## src/rtl/core/v3alu_pkg.sv

```systemverilog
// shared types, constants and helpers for the vector3 alu
`default_nettype none
package v3alu_pkg;

  localparam int W         = 32;
  localparam int FRAC_BITS = 16;
  localparam int OP_W      = W + 1;
  localparam int PROD_W    = 2 * OP_W;
  localparam int SUM_W     = PROD_W + 2;
  localparam int SS_W      = 2 * W;
  localparam int ROOT_W    = SS_W / 2;
  localparam int REM_W     = ROOT_W + 2;
  localparam int SQ_STEPS  = ROOT_W;
  localparam int LEN_W     = ROOT_W + 1;
  localparam int DEN_W     = LEN_W + 1;
  localparam int QB        = FRAC_BITS + 1;
  localparam int NUM_W     = W + FRAC_BITS + 2;
  localparam int TOL_W     = W - 1;

  localparam logic signed [SUM_W-1:0] ROUND_HALF = SUM_W'(1) <<< (FRAC_BITS - 1);
  localparam logic signed [W-1:0] INT_MAX = {1'b0, {(W-1){1'b1}}};
  localparam logic signed [W-1:0] INT_MIN = {1'b1, {(W-1){1'b0}}};

  // operation codes
  localparam logic [3:0] ACT_ADD    = 4'd0;
  localparam logic [3:0] ACT_SUB    = 4'd1;
  localparam logic [3:0] ACT_SCALE  = 4'd2;
  localparam logic [3:0] ACT_DOT    = 4'd3;
  localparam logic [3:0] ACT_CROSS  = 4'd4;
  localparam logic [3:0] ACT_LEN    = 4'd5;
  localparam logic [3:0] ACT_DIST   = 4'd6;
  localparam logic [3:0] ACT_NORM   = 4'd7;
  localparam logic [3:0] ACT_APPROX = 4'd8;
  localparam logic [3:0] ACT_EQUAL  = 4'd9;

  // register indexes
  localparam logic [1:0] REG_NORM_TOL  = 2'd0;
  localparam logic [1:0] REG_EQUAL_TOL = 2'd1;

  typedef struct packed {
    logic [W-1:0] val;
    logic         ovf;
  } sat_t;

  // word travelling alongside the arithmetic
  typedef struct packed {
    logic [3:0]          action;
    logic [2:0]          sgn;
    logic [2:0][W-1:0]   mag;
    logic                huge;
    logic                tol_neg;
    logic [2:0][W-1:0]   vec;
    logic [W-1:0]        scal;
    logic                match;
    logic                ovf;
    logic                nz;
  } meta_t;

  typedef struct packed {
    logic [SS_W-1:0]   rad;
    logic [REM_W-1:0]  rem;
    logic [ROOT_W-1:0] root;
  } sq_t;

  typedef struct packed {
    logic [DEN_W-1:0] rem;
    logic [QB-1:0]    nb;
    logic [QB-1:0]    q;
  } div_lane_t;

  typedef struct packed {
    logic [DEN_W-1:0]     den;
    div_lane_t [2:0]      lane;
  } div_t;

  // clamp a wide signed value to a word
  function automatic sat_t sat_word(input logic signed [SUM_W-1:0] v);
    sat_t r;
    r.ovf = 1'b0;
    r.val = v[W-1:0];
    if (v > SUM_W'(INT_MAX)) begin
      r.val = INT_MAX;
      r.ovf = 1'b1;
    end else if (v < SUM_W'(INT_MIN)) begin
      r.val = INT_MIN;
      r.ovf = 1'b1;
    end
    return r;
  endfunction

endpackage
`default_nettype wire

```

## src/rtl/core/v3alu_div_cell.sv

```systemverilog
// one quotient bit of the three-lane normalize divider
`default_nettype none
module v3alu_div_cell (
  input  wire logic              clk,
  input  wire logic              rst,
  input  wire logic              en,
  input  wire logic              in_valid,
  input  v3alu_pkg::meta_t       in_meta,
  input  v3alu_pkg::div_t        in_div,
  output logic                   out_valid,
  output v3alu_pkg::meta_t       out_meta,
  output v3alu_pkg::div_t        out_div
);
  import v3alu_pkg::*;

  logic [DEN_W:0] part [3];
  logic           ge [3];
  div_t           div_next;

  // restoring step in each lane
  always_comb begin
    div_next.den = in_div.den;
    for (int i = 0; i < 3; i++) begin
      part[i] = {in_div.lane[i].rem, in_div.lane[i].nb[QB-1]};
      ge[i]   = part[i] >= {1'b0, in_div.den};
      div_next.lane[i].rem = ge[i] ? DEN_W'(part[i] - {1'b0, in_div.den})
                                   : DEN_W'(part[i]);
      div_next.lane[i].nb  = in_div.lane[i].nb << 1;
      div_next.lane[i].q   = {in_div.lane[i].q[QB-2:0], ge[i]};
    end
  end

  always_ff @(posedge clk) begin
    if (rst) begin
      out_valid <= 1'b0;
    end else if (en) begin
      out_valid <= in_valid;
    end
    if (en) begin
      out_meta <= in_meta;
      out_div  <= div_next;
    end
  end

endmodule
`default_nettype wire

```

## config.mk

```make
export PLATFORM = sky130hd
export DESIGN_NAME = v3alu_div_cell
export DESIGN_NICKNAME = d
export VERILOG_FILES = /design/src/rtl/core/v3alu_pkg.sv /design/src/rtl/core/v3alu_div_cell.sv
export SDC_FILE = /design/constraint.sdc
export NUM_CORES = 1
export LEC_CHECK = 0
export ABC_CLOCK_PERIOD_IN_PS = 4040
export BUFFER_PORTS_ARGS = -buffer_cell sky130_fd_sc_hd__buf_4
export CAP_MARGIN = 10
export CORE_AREA = 2 2 376 378
export CTS_BUF_LIST = sky130_fd_sc_hd__clkbuf_2
export DETAILED_ROUTE_END_ITERATION = 16
export DIE_AREA = 0 0 378 380
export PLACE_DENSITY = 0.34
export SLEW_MARGIN = 20
export SYNTH_ARGS = -nofsm -noshare
export SYNTH_HDL_FRONTEND = slang
export SYNTH_SLANG_ARGS = --single-unit
```

## constraint.sdc

```tcl
create_clock -name clk -period 4.04 [get_ports clk]
set_input_delay 0.404 -clock clk [delete_from_list [all_inputs] [get_ports clk]]
set_output_delay 0.404 -clock clk [all_outputs]
set_load 0.01 [all_outputs]
```

==> results of run 1 <==
## Yosys cell counts (13+ instances only)
library cell	count
a21o_1	42
a21oi_1	141
and3_1	13
clkbuf_1	18
edfxtp_1	471
ha_1	102
inv_1	60
mux2_2	32
mux2_4	27
nand2_1	62
nand3_1	21
nand4_1	13
nor2_1	73
o21ai_0	46
xnor2_1	63
xor2_1	28
## metrics by stage
step	util	setup slack, ns	instance area, um^2	hold WS [ns]
after floorplan	-	0.6627	20810	0.4764
after global placement	0.2190	0.06787	30480	0.4915
after detailed placement	0.2190	0.1316	30480	0.4972
## cells by family after synthesis
logic type / after synthesis
AO/OA/AOI/OAI: 335
XOR/XNOR: 91
adder cells (fa/ha/maj): 105
buffers and inverters: 92
flip-flops: 472
multiplexers: 62
other: 1
AND/OR/NAND/NOR: 240
==> run metrics, run 1 <==
largest family of logic cells by synthesized area compound AO/OA/AOI/OAI gates; Yosys reg bits 472; number of buffers created by CTS 146; H-tree depth 4; initial core utilization 0.1494; # rows 137; die width 378 um; DPL Wire Length 101.3 mm; Yosys cell types 72; Die H 380 um; Yosys Warn Count 0; cts repair resizes 0; share of the synthesized area in the top cell type 0.6801; run status stopped before the end; Adder-Cell Fraction of Synth Area 0.06425; Run Error [ERROR RSZ-0060] Max buffer count reached.; postcts setup bufs 0; cts hold-fix bufs 898; Post-synth EDFFs 471; clock root buffer master clkbuf_2; post-synthesis mux area share 0.03826; ys flop type edfxtp_1; I/O Pins 953; CTS sink cnt 472; Clock Path Buffers 3; placed cells 4230; Halt Stage 4_1_cts; Post-Syn Area per Cell 14.88 um^2; post-synthesis xor/xnor area fraction 0.03832; synthesized instance count 1398; Mapped Area 20800 um^2; cell taking the most area after synthesis edfxtp_1; simple logic cell fraction of the synthesized area 0.05547; post-synthesis sequential area ratio 0.6810; routability cong. 0.8616; largest cells by area after synthesis edfxtp_1 68%, ha_1 6.1%, a21oi_1 3.4%; Synth async-reset ratio 0; count of input and output buffers 946; Synth Area in Compound Gates 0.1040
==> inputs of run 2 (changes only) <==
--- a/config.mk
+++ b/config.mk
@@ -8,11 +8,10 @@
 export ABC_CLOCK_PERIOD_IN_PS = 4040
 export BUFFER_PORTS_ARGS = -buffer_cell sky130_fd_sc_hd__buf_4
 export CAP_MARGIN = 10
-export CORE_AREA = 2 2 376 378
-export CTS_BUF_LIST = sky130_fd_sc_hd__clkbuf_2
+export CORE_AREA = 2 2 372 374
 export DETAILED_ROUTE_END_ITERATION = 16
-export DIE_AREA = 0 0 378 380
-export PLACE_DENSITY = 0.34
+export DIE_AREA = 0 0 374 376
+export PLACE_DENSITY_LB_ADDON = 0.15
 export SLEW_MARGIN = 20
 export SYNTH_ARGS = -nofsm -noshare
 export SYNTH_HDL_FRONTEND = slang
==> run metrics, run 2 <==
Req. time, crit path 4.44 ns; Min Hold Slack 0.07558 ns; clock root buffer master clkbuf_16; clock latency on the worst-skew pair 0.64 ns; Routed WL per cell 26.77 um; min Tclk post-route 3.798 ns; cell taking the most area after synthesis edfxtp_1; DIE AREA 140600 um^2; Top reg by flops out_meta; Avg Vias per Cell 3.875; CP Launch Type input pin; Worst path max stage delay 0.53 ns; critical path class input pin to flip-flop; final setup violating endpoints 0; cell internal pwr 11.22 mW; CTS tree yes; most frequent cells in the layout 983 x buf_4, 471 x edfxtp_1, 375 x dlygate4sd3_1; Switching Share 0.2828; Yosys Warn Count 0; net switching power 4.424 mW; r2r worst-path depth 3; DR iter-0 viols 986; Clock Power Share 0.386; post-synthesis xor/xnor area fraction 0.03832; max FFs per register 236; Hold Path Class input pin to flip-flop; post-route clock period utilization 0.9402; Die H 376 um; postcts setup bufs 0; initial core utilization 0.1522; largest cells by area after synthesis edfxtp_1 68%, ha_1 6.1%, a21oi_1 3.4%; first-pass GRT wire length 165.6 mm; final WL 125.0 mm; Yosys cell types 72; largest net degree at the start of global routing 87; Area Overhead vs Synth 75.17%; maximum vdd drop 0.2463 mV; M1 WL 46.58 mm; synthesized instance count 1398; CP Depth 15; LEAKAGE 15.11 nW; Synth Area in Compound Gates 0.1040; post-synthesis mux area share 0.03826; Post-Route Skew 0 ns; DRC 0; critical path's slowest cell dlygate4sd3_1; Post-Syn Area per Cell 14.88 um^2; RSZ-0062 raised after global routing false; count of input and output buffers 946; first-pass iteration count of the detailed router 5; die width 374 um; largest family of logic cells by synthesized area compound AO/OA/AOI/OAI gates; top sig layer met5; Yosys reg bits 472; I/O Pins 953; final count of hold timing violations 0; Synth async-reset ratio 0; Mapped Area 20800 um^2; number of buffers created by CTS 67; remaining antenna violation count after routing 0; Cell Chain, Critical Path dlygate4sd3_1 > buf_4 > ha_1 > inv_1 > fa_1 > a211oi_1 > o211ai_1 > a211o_1 > o41ai_2 > o21ai_1 > a211oi_1 > buf_4 > o21ai_0 > xor2_1 > mux2_2; Post-synth EDFFs 471; Comb power frac 0.221; worst slew pin tran 0.9170 ns; via count 18090; H-tree depth 3; total grt overflow 0; WL met3 9.598 mm; Rel. slew slack 0.3887; Hold Crit Depth 2; met2 wirelength from detailed routing 64.28 mm; Bufs and invs on worst path 4; post-synthesis sequential area ratio 0.6810; commonest non-fill, non-tap cell in the layout buf_4; routability cong. 0.8894; CP Data Arrival Time 4.20 ns; FF+latch area 14160 um^2; final worst-path setup slack 0.2417 ns; critical path fanouts, max 4; CTS sink cnt 472; footprint of the multi-input gates 6257 um^2; Clock transition at path regs 0.06 ns; Adder-Cell Fraction of Synth Area 0.06425; cts repair resizes 0; biggest regs out_meta: 236 flops, out_div: 235 flops, out_valid: 1 flops; Clock Path Buffers 3; CP Capture Type flip-flop; Place WS 0.07210 ns; Core Region 136600 um^2; DPL Wire Length 103.1 mm; GRT Util Overall 0.1719; ys flop type edfxtp_1; initial antenna violation count 62; run status finished, final reports clean; share of the synthesized area in the top cell type 0.6801; post-route setup TNS 0 ns; Filler cells 14220; vias in the first global route 19120; part of the power in registers 0.393; final layout net count 3386; fin. max-slew vios 0; most frequent cells after synthesis 471 x edfxtp_1, 141 x a21oi_1, 102 x ha_1, 73 x nor2_1, 63 x xnor2_1; cell with the most instances after synthesis edfxtp_1; crit-path leading delay family compound AO/OA/AOI/OAI gates; # rows 136; pwr dens 429.5 nW/um^2; share of cells above drive strength 1 0.4078; simple logic cell fraction of the synthesized area 0.05547; total of max-cap violations 0; Max Freq 0.2633 GHz
[run 2: cell counts after synthesis]
No cell type changed its count.
[run 2: timing repair]
action,in CTS,in global routing
hold endpoints to repair,374,0
endpoints found under the setup margin,0,0
hold buffers,375,0
[run 2: worst paths after layout]
kind,startpoint,to,slack (ns)
worst max-delay path,in_div[204],out_div[134],0.24
worst min register to register,out_valid,out_valid,1.08
worst max register to register,out_valid,out_valid,2.87
worst min-delay path,in_div[39],out_div[40],0.08
[run 2: cells by family (layout without fill, tap and decap cells)]
logic type / Yosys count / in the layout
simple gates: 240 / 240
other cells: 1 / 24
mux: 62 / 62
fa+ha+maj: 105 / 105
xor+xnor: 91 / 91
flops: 472 / 472
buf+inv: 92 / 1546
compound gates: 335 / 335
[run 2: per-layer routing]
metal,vias to the layer above,track usage
met2,739,0.3104
met1,8929,0.1856
met4,32,0.06348
met5,-,0
li1,8225,-
met3,168,0.05691
[run 2: cell type report]
type                    count  share of cell area
multi-input cells         836              0.1718
clock buffers              81             0.04805
clock inverters            39             0.01233
diodes                     21            0.001442
flip-flops and latches    472              0.3888
repair buffers           1366              0.3099
well taps                1794             0.06161
inverters                  60            0.006182
[run 2: power by group through the flow]
| stage | clock (mW) | sequential, mW | combinational [mW] |
|---|---|---|---|
| floorplan | 0 | 6.45 | 1.01 |
| global placement | 0 | 6.26 | 3.17 |
| detailed placement | 0 | 6.24 | 3.17 |
| CTS | 6.29 | 6.16 | 3.55 |
| global route | 6.44 | 6.19 | 3.70 |
| finish | 6.03 | 6.15 | 3.46 |
[run 2: per-stage QoR]
step / instance area (um^2) / cells / utilization / power [mW]
floorplan: 20810 / 1400 / - / 7.451
global placement: 30430 / 4153 / 0.2227 / 9.426
CTS: 36380 / 4648 / 0.2662 / 16.00
finish: 36430 / 4669 / 0.2666 / 15.65
global route: 36410 / 4661 / 0.2665 / 16.34
detailed placement: 30430 / 4153 / 0.2227 / 9.414
No activity file was read; power rests on OpenSTA's default activity.
