File: src/rtl/core/v3alu_pkg.sv
// shared types, constants and helpers for the vector3 alu
`default_nettype none
package v3alu_pkg;

  localparam int W         = 32;
  localparam int FRAC_BITS = 16;
  localparam int OP_W      = W + 1;
  localparam int PROD_W    = 2 * OP_W;
  localparam int SUM_W     = PROD_W + 2;
  localparam int SS_W      = 2 * W;
  localparam int ROOT_W    = SS_W / 2;
  localparam int REM_W     = ROOT_W + 2;
  localparam int SQ_STEPS  = ROOT_W;
  localparam int LEN_W     = ROOT_W + 1;
  localparam int DEN_W     = LEN_W + 1;
  localparam int QB        = FRAC_BITS + 1;
  localparam int NUM_W     = W + FRAC_BITS + 2;
  localparam int TOL_W     = W - 1;

  localparam logic signed [SUM_W-1:0] ROUND_HALF = SUM_W'(1) <<< (FRAC_BITS - 1);
  localparam logic signed [W-1:0] INT_MAX = {1'b0, {(W-1){1'b1}}};
  localparam logic signed [W-1:0] INT_MIN = {1'b1, {(W-1){1'b0}}};

  // operation codes
  localparam logic [3:0] ACT_ADD    = 4'd0;
  localparam logic [3:0] ACT_SUB    = 4'd1;
  localparam logic [3:0] ACT_SCALE  = 4'd2;
  localparam logic [3:0] ACT_DOT    = 4'd3;
  localparam logic [3:0] ACT_CROSS  = 4'd4;
  localparam logic [3:0] ACT_LEN    = 4'd5;
  localparam logic [3:0] ACT_DIST   = 4'd6;
  localparam logic [3:0] ACT_NORM   = 4'd7;
  localparam logic [3:0] ACT_APPROX = 4'd8;
  localparam logic [3:0] ACT_EQUAL  = 4'd9;

  // register indexes
  localparam logic [1:0] REG_NORM_TOL  = 2'd0;
  localparam logic [1:0] REG_EQUAL_TOL = 2'd1;

  typedef struct packed {
    logic [W-1:0] val;
    logic         ovf;
  } sat_t;

  // word travelling alongside the arithmetic
  typedef struct packed {
    logic [3:0]          action;
    logic [2:0]          sgn;
    logic [2:0][W-1:0]   mag;
    logic                huge;
    logic                tol_neg;
    logic [2:0][W-1:0]   vec;
    logic [W-1:0]        scal;
    logic                match;
    logic                ovf;
    logic                nz;
  } meta_t;

  typedef struct packed {
    logic [SS_W-1:0]   rad;
    logic [REM_W-1:0]  rem;
    logic [ROOT_W-1:0] root;
  } sq_t;

  typedef struct packed {
    logic [DEN_W-1:0] rem;
    logic [QB-1:0]    nb;
    logic [QB-1:0]    q;
  } div_lane_t;

  typedef struct packed {
    logic [DEN_W-1:0]     den;
    div_lane_t [2:0]      lane;
  } div_t;

  // clamp a wide signed value to a word
  function automatic sat_t sat_word(input logic signed [SUM_W-1:0] v);
    sat_t r;
    r.ovf = 1'b0;
    r.val = v[W-1:0];
    if (v > SUM_W'(INT_MAX)) begin
      r.val = INT_MAX;
      r.ovf = 1'b1;
    end else if (v < SUM_W'(INT_MIN)) begin
      r.val = INT_MIN;
      r.ovf = 1'b1;
    end
    return r;
  endfunction

endpackage
`default_nettype wire

File: src/rtl/core/v3alu_sqrt_cell.sv
// one digit step of the square root chain
`default_nettype none
module v3alu_sqrt_cell (
  input  wire logic              clk,
  input  wire logic              rst,
  input  wire logic              en,
  input  wire logic              in_valid,
  input  v3alu_pkg::meta_t       in_meta,
  input  v3alu_pkg::sq_t         in_sq,
  output logic                   out_valid,
  output v3alu_pkg::meta_t       out_meta,
  output v3alu_pkg::sq_t         out_sq
);
  import v3alu_pkg::*;

  logic [REM_W+1:0] part;
  logic [REM_W+1:0] trial;
  logic             ge;
  sq_t              sq_next;

  // bring in two radicand bits and try the next root bit
  always_comb begin
    part  = {in_sq.rem, in_sq.rad[SS_W-1 -: 2]};
    trial = (REM_W + 2)'({in_sq.root, 2'b01});
    ge    = part >= trial;
    sq_next.rad  = in_sq.rad << 2;
    sq_next.rem  = ge ? REM_W'(part - trial) : REM_W'(part);
    sq_next.root = {in_sq.root[ROOT_W-2:0], ge};
  end

  always_ff @(posedge clk) begin
    if (rst) begin
      out_valid <= 1'b0;
    end else if (en) begin
      out_valid <= in_valid;
    end
    if (en) begin
      out_meta <= in_meta;
      out_sq   <= sq_next;
    end
  end

endmodule
`default_nettype wire

File: config.mk
export PLATFORM = sky130hd
export DESIGN_NAME = v3alu_sqrt_cell
export DESIGN_NICKNAME = d
export VERILOG_FILES = /design/src/rtl/core/v3alu_pkg.sv /design/src/rtl/core/v3alu_sqrt_cell.sv
export SDC_FILE = /design/constraint.sdc
export NUM_CORES = 1
export LEC_CHECK = 0
export ABC_AREA = 0
export BUFFER_PORTS_ARGS = -buffer_cell sky130_fd_sc_hd__buf_2
export CORE_AREA = 10 10 276 278
export CTS_CLUSTER_DIAMETER = 40
export DETAILED_ROUTE_END_ITERATION = 10
export DIE_AREA = 0 0 286 288
export SLEW_MARGIN = 20
export SYNTH_ARGS = -nofsm -noshare
export SYNTH_HDL_FRONTEND = slang
export SYNTH_SLANG_ARGS = --single-unit
File: constraint.sdc
create_clock -name clk -period 3.2 [get_ports clk]
set_input_delay 0.32 -clock clk [delete_from_list [all_inputs] [get_ports clk]]
set_output_delay 0.32 -clock clk [all_outputs]
set_load 0.05 [all_outputs]
==> flow_summary.ini, run 1 <==
[power_and_ir_drop]
power.switching_mw = 5.04
clkPwrFrac_pct = 42.9
power_leakage_nw = 10.3
p_int_mw = 11.0
fin_total_pwr_mw = 16.1
ir_drop_v = 0.000470
power.share.combinational_pct = 20.4
p_sw_share_pct = 31.4
power_frac_seq_pct = 36.7
powerDensity_nw_per_um2 = 668

[cts]
cts_setup_buffers = 0
cts_buffers = 66
clk_pin_slew_ns = 0.05
htree_levels = 3
cts_tree = yes
clock_latency_ns = 0.57
clock-sinks = 365
clock-root-buffer = clkbuf_16
cts_buffer_depth = 3

[logic_synthesis]
yosysSeqAreaShare_pct = 82.1
async_flop_share_pct = 0
netlist_area_um2 = 13300
synth-edff-count = 364
ys_ff_latch = 365
syn_area_per_cell_um2 = 18.2
synth_flop_cell = edfxtp_1
ys_types = 58
synthCells = 733
ys_warn_count = 0

[place]
place_area_um2 = 18500
place_congestion = 0.871
dp_hpwl_um = 46800
place_ws_ns = 0.0180
port_buffers = 734
placed_cells = 2435

[worst_setup_path]
cpPeakStageDelay_ns = 0.52
crit_path_max_fanout = 7
crit_chain = dlygate4sd3_1, buf_2, inv_1, ha_1, a21o_1, o41ai_2, o211ai_1, a211oi_1, o21a_2, inv_2, mux2_1
critPathTopFamily = compound AO/OA/AOI/OAI gates
start_kind = input port
reg2reg_depth = 3
cpMaxStageDelayCell = dlygate4sd3_1
critical_path_class = in2reg
path_buf_inv = 4
worstPathRequired_ns = 3.51
end_kind = register
r2r_end = out_valid$_SDFFE_PP0P_
arrival_ns = 3.36
r2r_slack_ns = 2.05
rr_startpoint = out_valid$_SDFFE_PP0P_

[floorplanning]
ios = 737
die_y_um = 288
start_util_pct = 18.8
coreArea_um2 = 70900
row_count = 98
die_w_um = 286
die-area_um2 = 82400

[routing]
vias = 11400
first_pass_iters = 5
wire_per_inst_um = 21.7
drc = 0
ant_nets = 0
first_iter_violations = 584
via_per_inst = 3.95
routed_wl_um = 62800

[finish]
nets = 2291
drive_above_1_share_pct = 45.4
stdcell_area_um2 = 24000
instances_no_fill = 2890
final_core_util_pct = 33.9
area_growth_pct = 80.0
nFillCells = 6872

[sta]
finalSetupViolCount = 0
fin_skew_ns = 0
hold_viol_final = 0
tns_ns = 0
finalCriticalPeriod_ns = 3.05
timing.hold.ws_ns = 0.0537
fmax_mhz = 327
slew_violations = 0
tightest_slew_ns = 0.739
setup_ws_ns = 0.146
slew_headroom_pct = 50.8
rsz0062_at_grt = no
period_share_pct = 95.4

[worst_hold_path]
min_to = out_sq[40]$_DFFE_PP_
hold_path_startpoint = in_sq[38]
holdPathStages = 3
min_path_type = in2reg

[global_route]
grt_pass1_vias = 12500
track_usage_pct = 14.4
globalRoute.totalOverflow = 0
antenna_found_initial = 13
grt_pass1_wl_um = 87800
grt_start_max_net_pins = 77

[run]
drv_cap = 0

[status]
status = finished clean
==> how the worst max path moves through the flow <==
stage	startpoint	cells past startpoint	to	slack, ns
final	in_sq[7]	11	out_sq[59]$_DFFE_PP_	0.15
after global routing	in_sq[9]	12	out_sq[59]$_DFFE_PP_	0.003
after CTS	in_sq[7]	11	out_sq[59]$_DFFE_PP_	0.05
after detailed placement	in_sq[7]	10	out_sq[59]$_DFFE_PP_	0.02
after global placement	in_sq[0]	11	out_sq[58]$_DFFE_PP_	0.13
after floorplan	in_sq[27]	10	out_sq[35]$_DFFE_PP_	0.50
==> layer usage <==
layer	up-vias	wire length, µm	track usage, %
met4	18	3420	8.00
met2	566	31700	25.0
met5	-	125	0
met3	137	5140	5.16
li1	5156	-	-
met1	5552	22400	15.1
==> power groups by stage <==
stage | clock (mW) | sequential, mW | combinational, mW
floorplan | 0 | 7.41 | 0.404
global placement | 0 | 5.96 | 2.91
detailed placement | 0 | 5.96 | 2.93
CTS | 7.05 | 5.88 | 3.28
global route | 7.27 | 5.92 | 3.41
finish | 6.89 | 5.89 | 3.27
==> cell usage in the layout, fill, tap and decap left out, types with 13 or more instances in the layout <==
master and instances:
ha_1 34, nand2_1 48, nor2_1 15, clkbuf_16 67
a21oi_1 26, o21ai_1 31, inv_1 41, xor2_1 16
a21o_1 21, dlygate4sd3_1 334, buf_4 25, edfxtp_1 364
buf_2 733, inv_6 13
==> layout make-up <==
type                    instances  area (µm²)  area share [%]
diodes                          6        15.0          0.0625
clock buffers                  72        1700            7.06
clock inverters                43         495            2.06
inverters                      42         158           0.656
multi-input cells             313        2180            9.08
flip-flops and latches        365       11000            45.6
well taps                     950        1190            4.95
repair buffers               1099        7330            30.5
==> cell usage after synthesis, drive strengths merged, types with 6 or more instances <==
| cell | number | area share, % |
|---|---|---|
| ha | 34 | 3.2 |
| and3 | 9 | 0.42 |
| nor3 | 8 | 0.30 |
| nand4 | 7 | 0.33 |
| edfxtp | 364 | 82 |
| a21o | 22 | 1.2 |
| buf | 9 | 0.39 |
| xnor2 | 12 | 0.79 |
| nand2 | 48 | 1.4 |
| o21ai | 44 | 1.7 |
| xor2 | 16 | 1.1 |
| nor2 | 15 | 0.42 |
| inv | 42 | 1.2 |
| a21oi | 26 | 0.98 |
| nand2b | 6 | 0.28 |
| and2 | 6 | 0.28 |
==> state kept, by name, summed over array words and instances (netlist names) <==
register and flops:
out_meta 236, out_sq 128, out_valid 1
==> worst register-to-register path: stages, from the launching register on <==
cell	delay [ns]
dfxtp_1	0.31
mux2i_1	0.12
nor2_1	0.05
dlygate4sd3_1	0.55
==> what timing repair did <==
item / CTS / global route
endpoints found under the setup margin: 0 / 13
gates resized for setup: 0 / 2
hold buffers: 334 / 0
hold endpoints to repair: 333 / 0
==> logic make-up after synthesis <==
family / share of synthesized area [%]
DFF: 82.1
AOI/OAI and AO/OA: 6.47
and+or+nand+nor: 4.12
buffers and inverters: 1.72
adders and majority gates: 3.19
xor gates and xnor gates: 1.84
muxes: 0.553
other: 0.0281
(Power assumes the default switching activity.)
==> run 2, diff against run 1 <==
--- a/config.mk
+++ b/config.mk
@@ -7,10 +7,10 @@
 export LEC_CHECK = 0
 export ABC_AREA = 0
 export BUFFER_PORTS_ARGS = -buffer_cell sky130_fd_sc_hd__buf_2
-export CORE_AREA = 10 10 276 278
+export CORE_AREA = 10 10 279 281
 export CTS_CLUSTER_DIAMETER = 40
 export DETAILED_ROUTE_END_ITERATION = 10
-export DIE_AREA = 0 0 286 288
+export DIE_AREA = 0 0 289 291
 export SLEW_MARGIN = 20
 export SYNTH_ARGS = -nofsm -noshare
 export SYNTH_HDL_FRONTEND = slang
==> run 2 against run 1 <==
  * Sequential cell count stayed put
  * Die area up 2.1%
  * Clock power hardly changed
  * Critical path type unchanged
  * Largest cell class unchanged
  * Highest routed layer unchanged
==> flow_summary.ini, run 2 (same netlist as run 1, synthesis figures left out) <==
[status]
status = finished clean

[global_route]
grt_start_max_net_pins = 85
grt_pass1_vias = 12300
grt_pass1_wl_um = 88300
globalRoute.totalOverflow = 0
antenna_found_initial = 26
track_usage_pct = 14.3

[worst_setup_path]
end_kind = register
critical_path_class = in2reg
worstPathRequired_ns = 3.58
crit_chain = dlygate4sd3_1, buf_2, inv_1, ha_1, buf_4, a21oi_1, nor2b_1, o31ai_1, nand4_1, o21ai_1, nor3_1, o41ai_2
start_kind = input port
arrival_ns = 3.46
cpPeakStageDelay_ns = 0.67
cpMaxStageDelayCell = dlygate4sd3_1
crit_path_max_fanout = 5

[power_and_ir_drop]
ir_drop_v = 0.000439
power_leakage_nw = 10.4
powerDensity_nw_per_um2 = 665
fin_total_pwr_mw = 16.1

[finish]
reg_top3 = out_meta x236, out_sq x128, out_valid x1
area_growth_pct = 81.2
regMostFlops = out_meta
largest_register_ffs = 236
mostFrequentLayoutCells = buf_2, edfxtp_1, dlygate4sd3_1, clkbuf_16, nand2_1
drive_above_1_share_pct = 45.9
nets = 2299
mostFrequentLayoutCell = buf_2

[routing]
first_pass_iters = 5
vias = 11500
first_iter_violations = 700
ant_nets = 0
drc = 0
wire_per_inst_um = 21.8
via_per_inst = 3.95
routed_wl_um = 63500

[cts]
clock-root-buffer = clkbuf_16
cts_tree = yes
clock-sinks = 365
htree_levels = 2
clk_pin_slew_ns = 0.05
clock_latency_ns = 0.60
cts_buffer_depth = 3
cts_buffers = 61

[sta]
period_share_pct = 96.2
setup_ws_ns = 0.122
slew_violations = 0
fmax_mhz = 325
tightest_slew_ns = 0.762
tns_ns = 0
fin_skew_ns = 0
hold_viol_final = 0
rsz0062_at_grt = no
slew_headroom_pct = 49.2
finalSetupViolCount = 0
finalCriticalPeriod_ns = 3.08

[run]
drv_cap = 0

[floorplanning]
start_util_pct = 18.4
die_y_um = 291
ios = 737
die-area_um2 = 84100
die_w_um = 289
coreArea_um2 = 72300
row_count = 99

[place]
place_ws_ns = 0.0367
port_buffers = 734
place_congestion = 0.912
dp_hpwl_um = 48400

[worst_hold_path]
min_path_type = in2reg
-- run 2: cell types whose count changed in the layout (fill, tap and decap cells not counted), moves of 3 or more --
cell,delta
clkinv_1,-4
clkinv_4,+5
diode_2,+6
inv_8,+3
clkbuf_16,-6
buf_4,+10
dlygate4sd3_1,+5
bufinv_16,+4
-- run 2: timing repair --
action | in CTS | in global routing
resized for setup | 0 | 6
setup endpoints to repair | 0 | 31
hold buffers | 339 | 0
hold endpoints to repair | 338 | 0
buffers inserted | 0 | 4
-- run 2: report_power, final --
| group | internal [mW] | total, mW | switching, mW | leakage (nW) |
|---|---|---|---|---|
| registers | 5.75 | 5.88 | 0.127 | 3.57 |
| clock network | 4.34 | 6.88 | 2.55 | 1.06 |
| logic | 0.952 | 3.31 | 2.36 | 5.72 |
-- run 2: worst paths after layout --
check                           endpoint  slack [ns]  cells past startpoint                   start
hold reg to reg   out_valid$_SDFFE_PP0P_        1.06                      3  out_valid$_SDFFE_PP0P_
setup / recovery    out_sq[65]$_DFFE_PP_        0.12                     12               in_sq[12]
hold / removal      out_sq[34]$_DFFE_PP_        0.05                      3               in_sq[32]
setup reg to reg  out_valid$_SDFFE_PP0P_        2.06                      3  out_valid$_SDFFE_PP0P_
-- run 2: metal layers --
layer	share of wire (%)	global-route usage, %	routed length, µm	up-vias
met5	0.27	0	172	-
met4	6.2	8.00	3950	26
met3	9.2	5.20	5850	147
met2	50	24.8	31500	594
met1	35	14.7	22000	5566
li1	-	-	-	5183
-- run 2: worst max-delay path, delay by kind of cell --
| family | cells | cell delay [ns] |
|---|---|---|
| adder cells (fa/ha/maj) | 1 | 0.34 |
| AO/OA/AOI/OAI | 4 | 1.34 |
| AND/OR/NAND/NOR | 3 | 0.40 |
| buffers and inverters | 4 | 1.06 |
-- run 2: layout make-up --
class,instances,area [µm²]
Fill cell,7035,48200
Multi-Input combinational cell,313,2200
Clock buffer,67,1550
Clock inverter,48,663
Timing Repair Buffer,1112,7420
Sequential cell,365,11000
Inverter,42,158
Tap cell,959,1200
Antenna cell,12,30.0
-- run 2: metrics by stage --
step	hold WS (ns)	instance area (µm²)	utilization (%)	cells
after global routing	0.0165	24200	33.4	2916
after global placement	0.482	18500	25.5	2448
after floorplan	0.392	13300	-	734
final	0.0480	24200	33.4	2918
after CTS	0.00145	24100	33.3	2902
after detailed placement	0.488	18500	25.5	2448
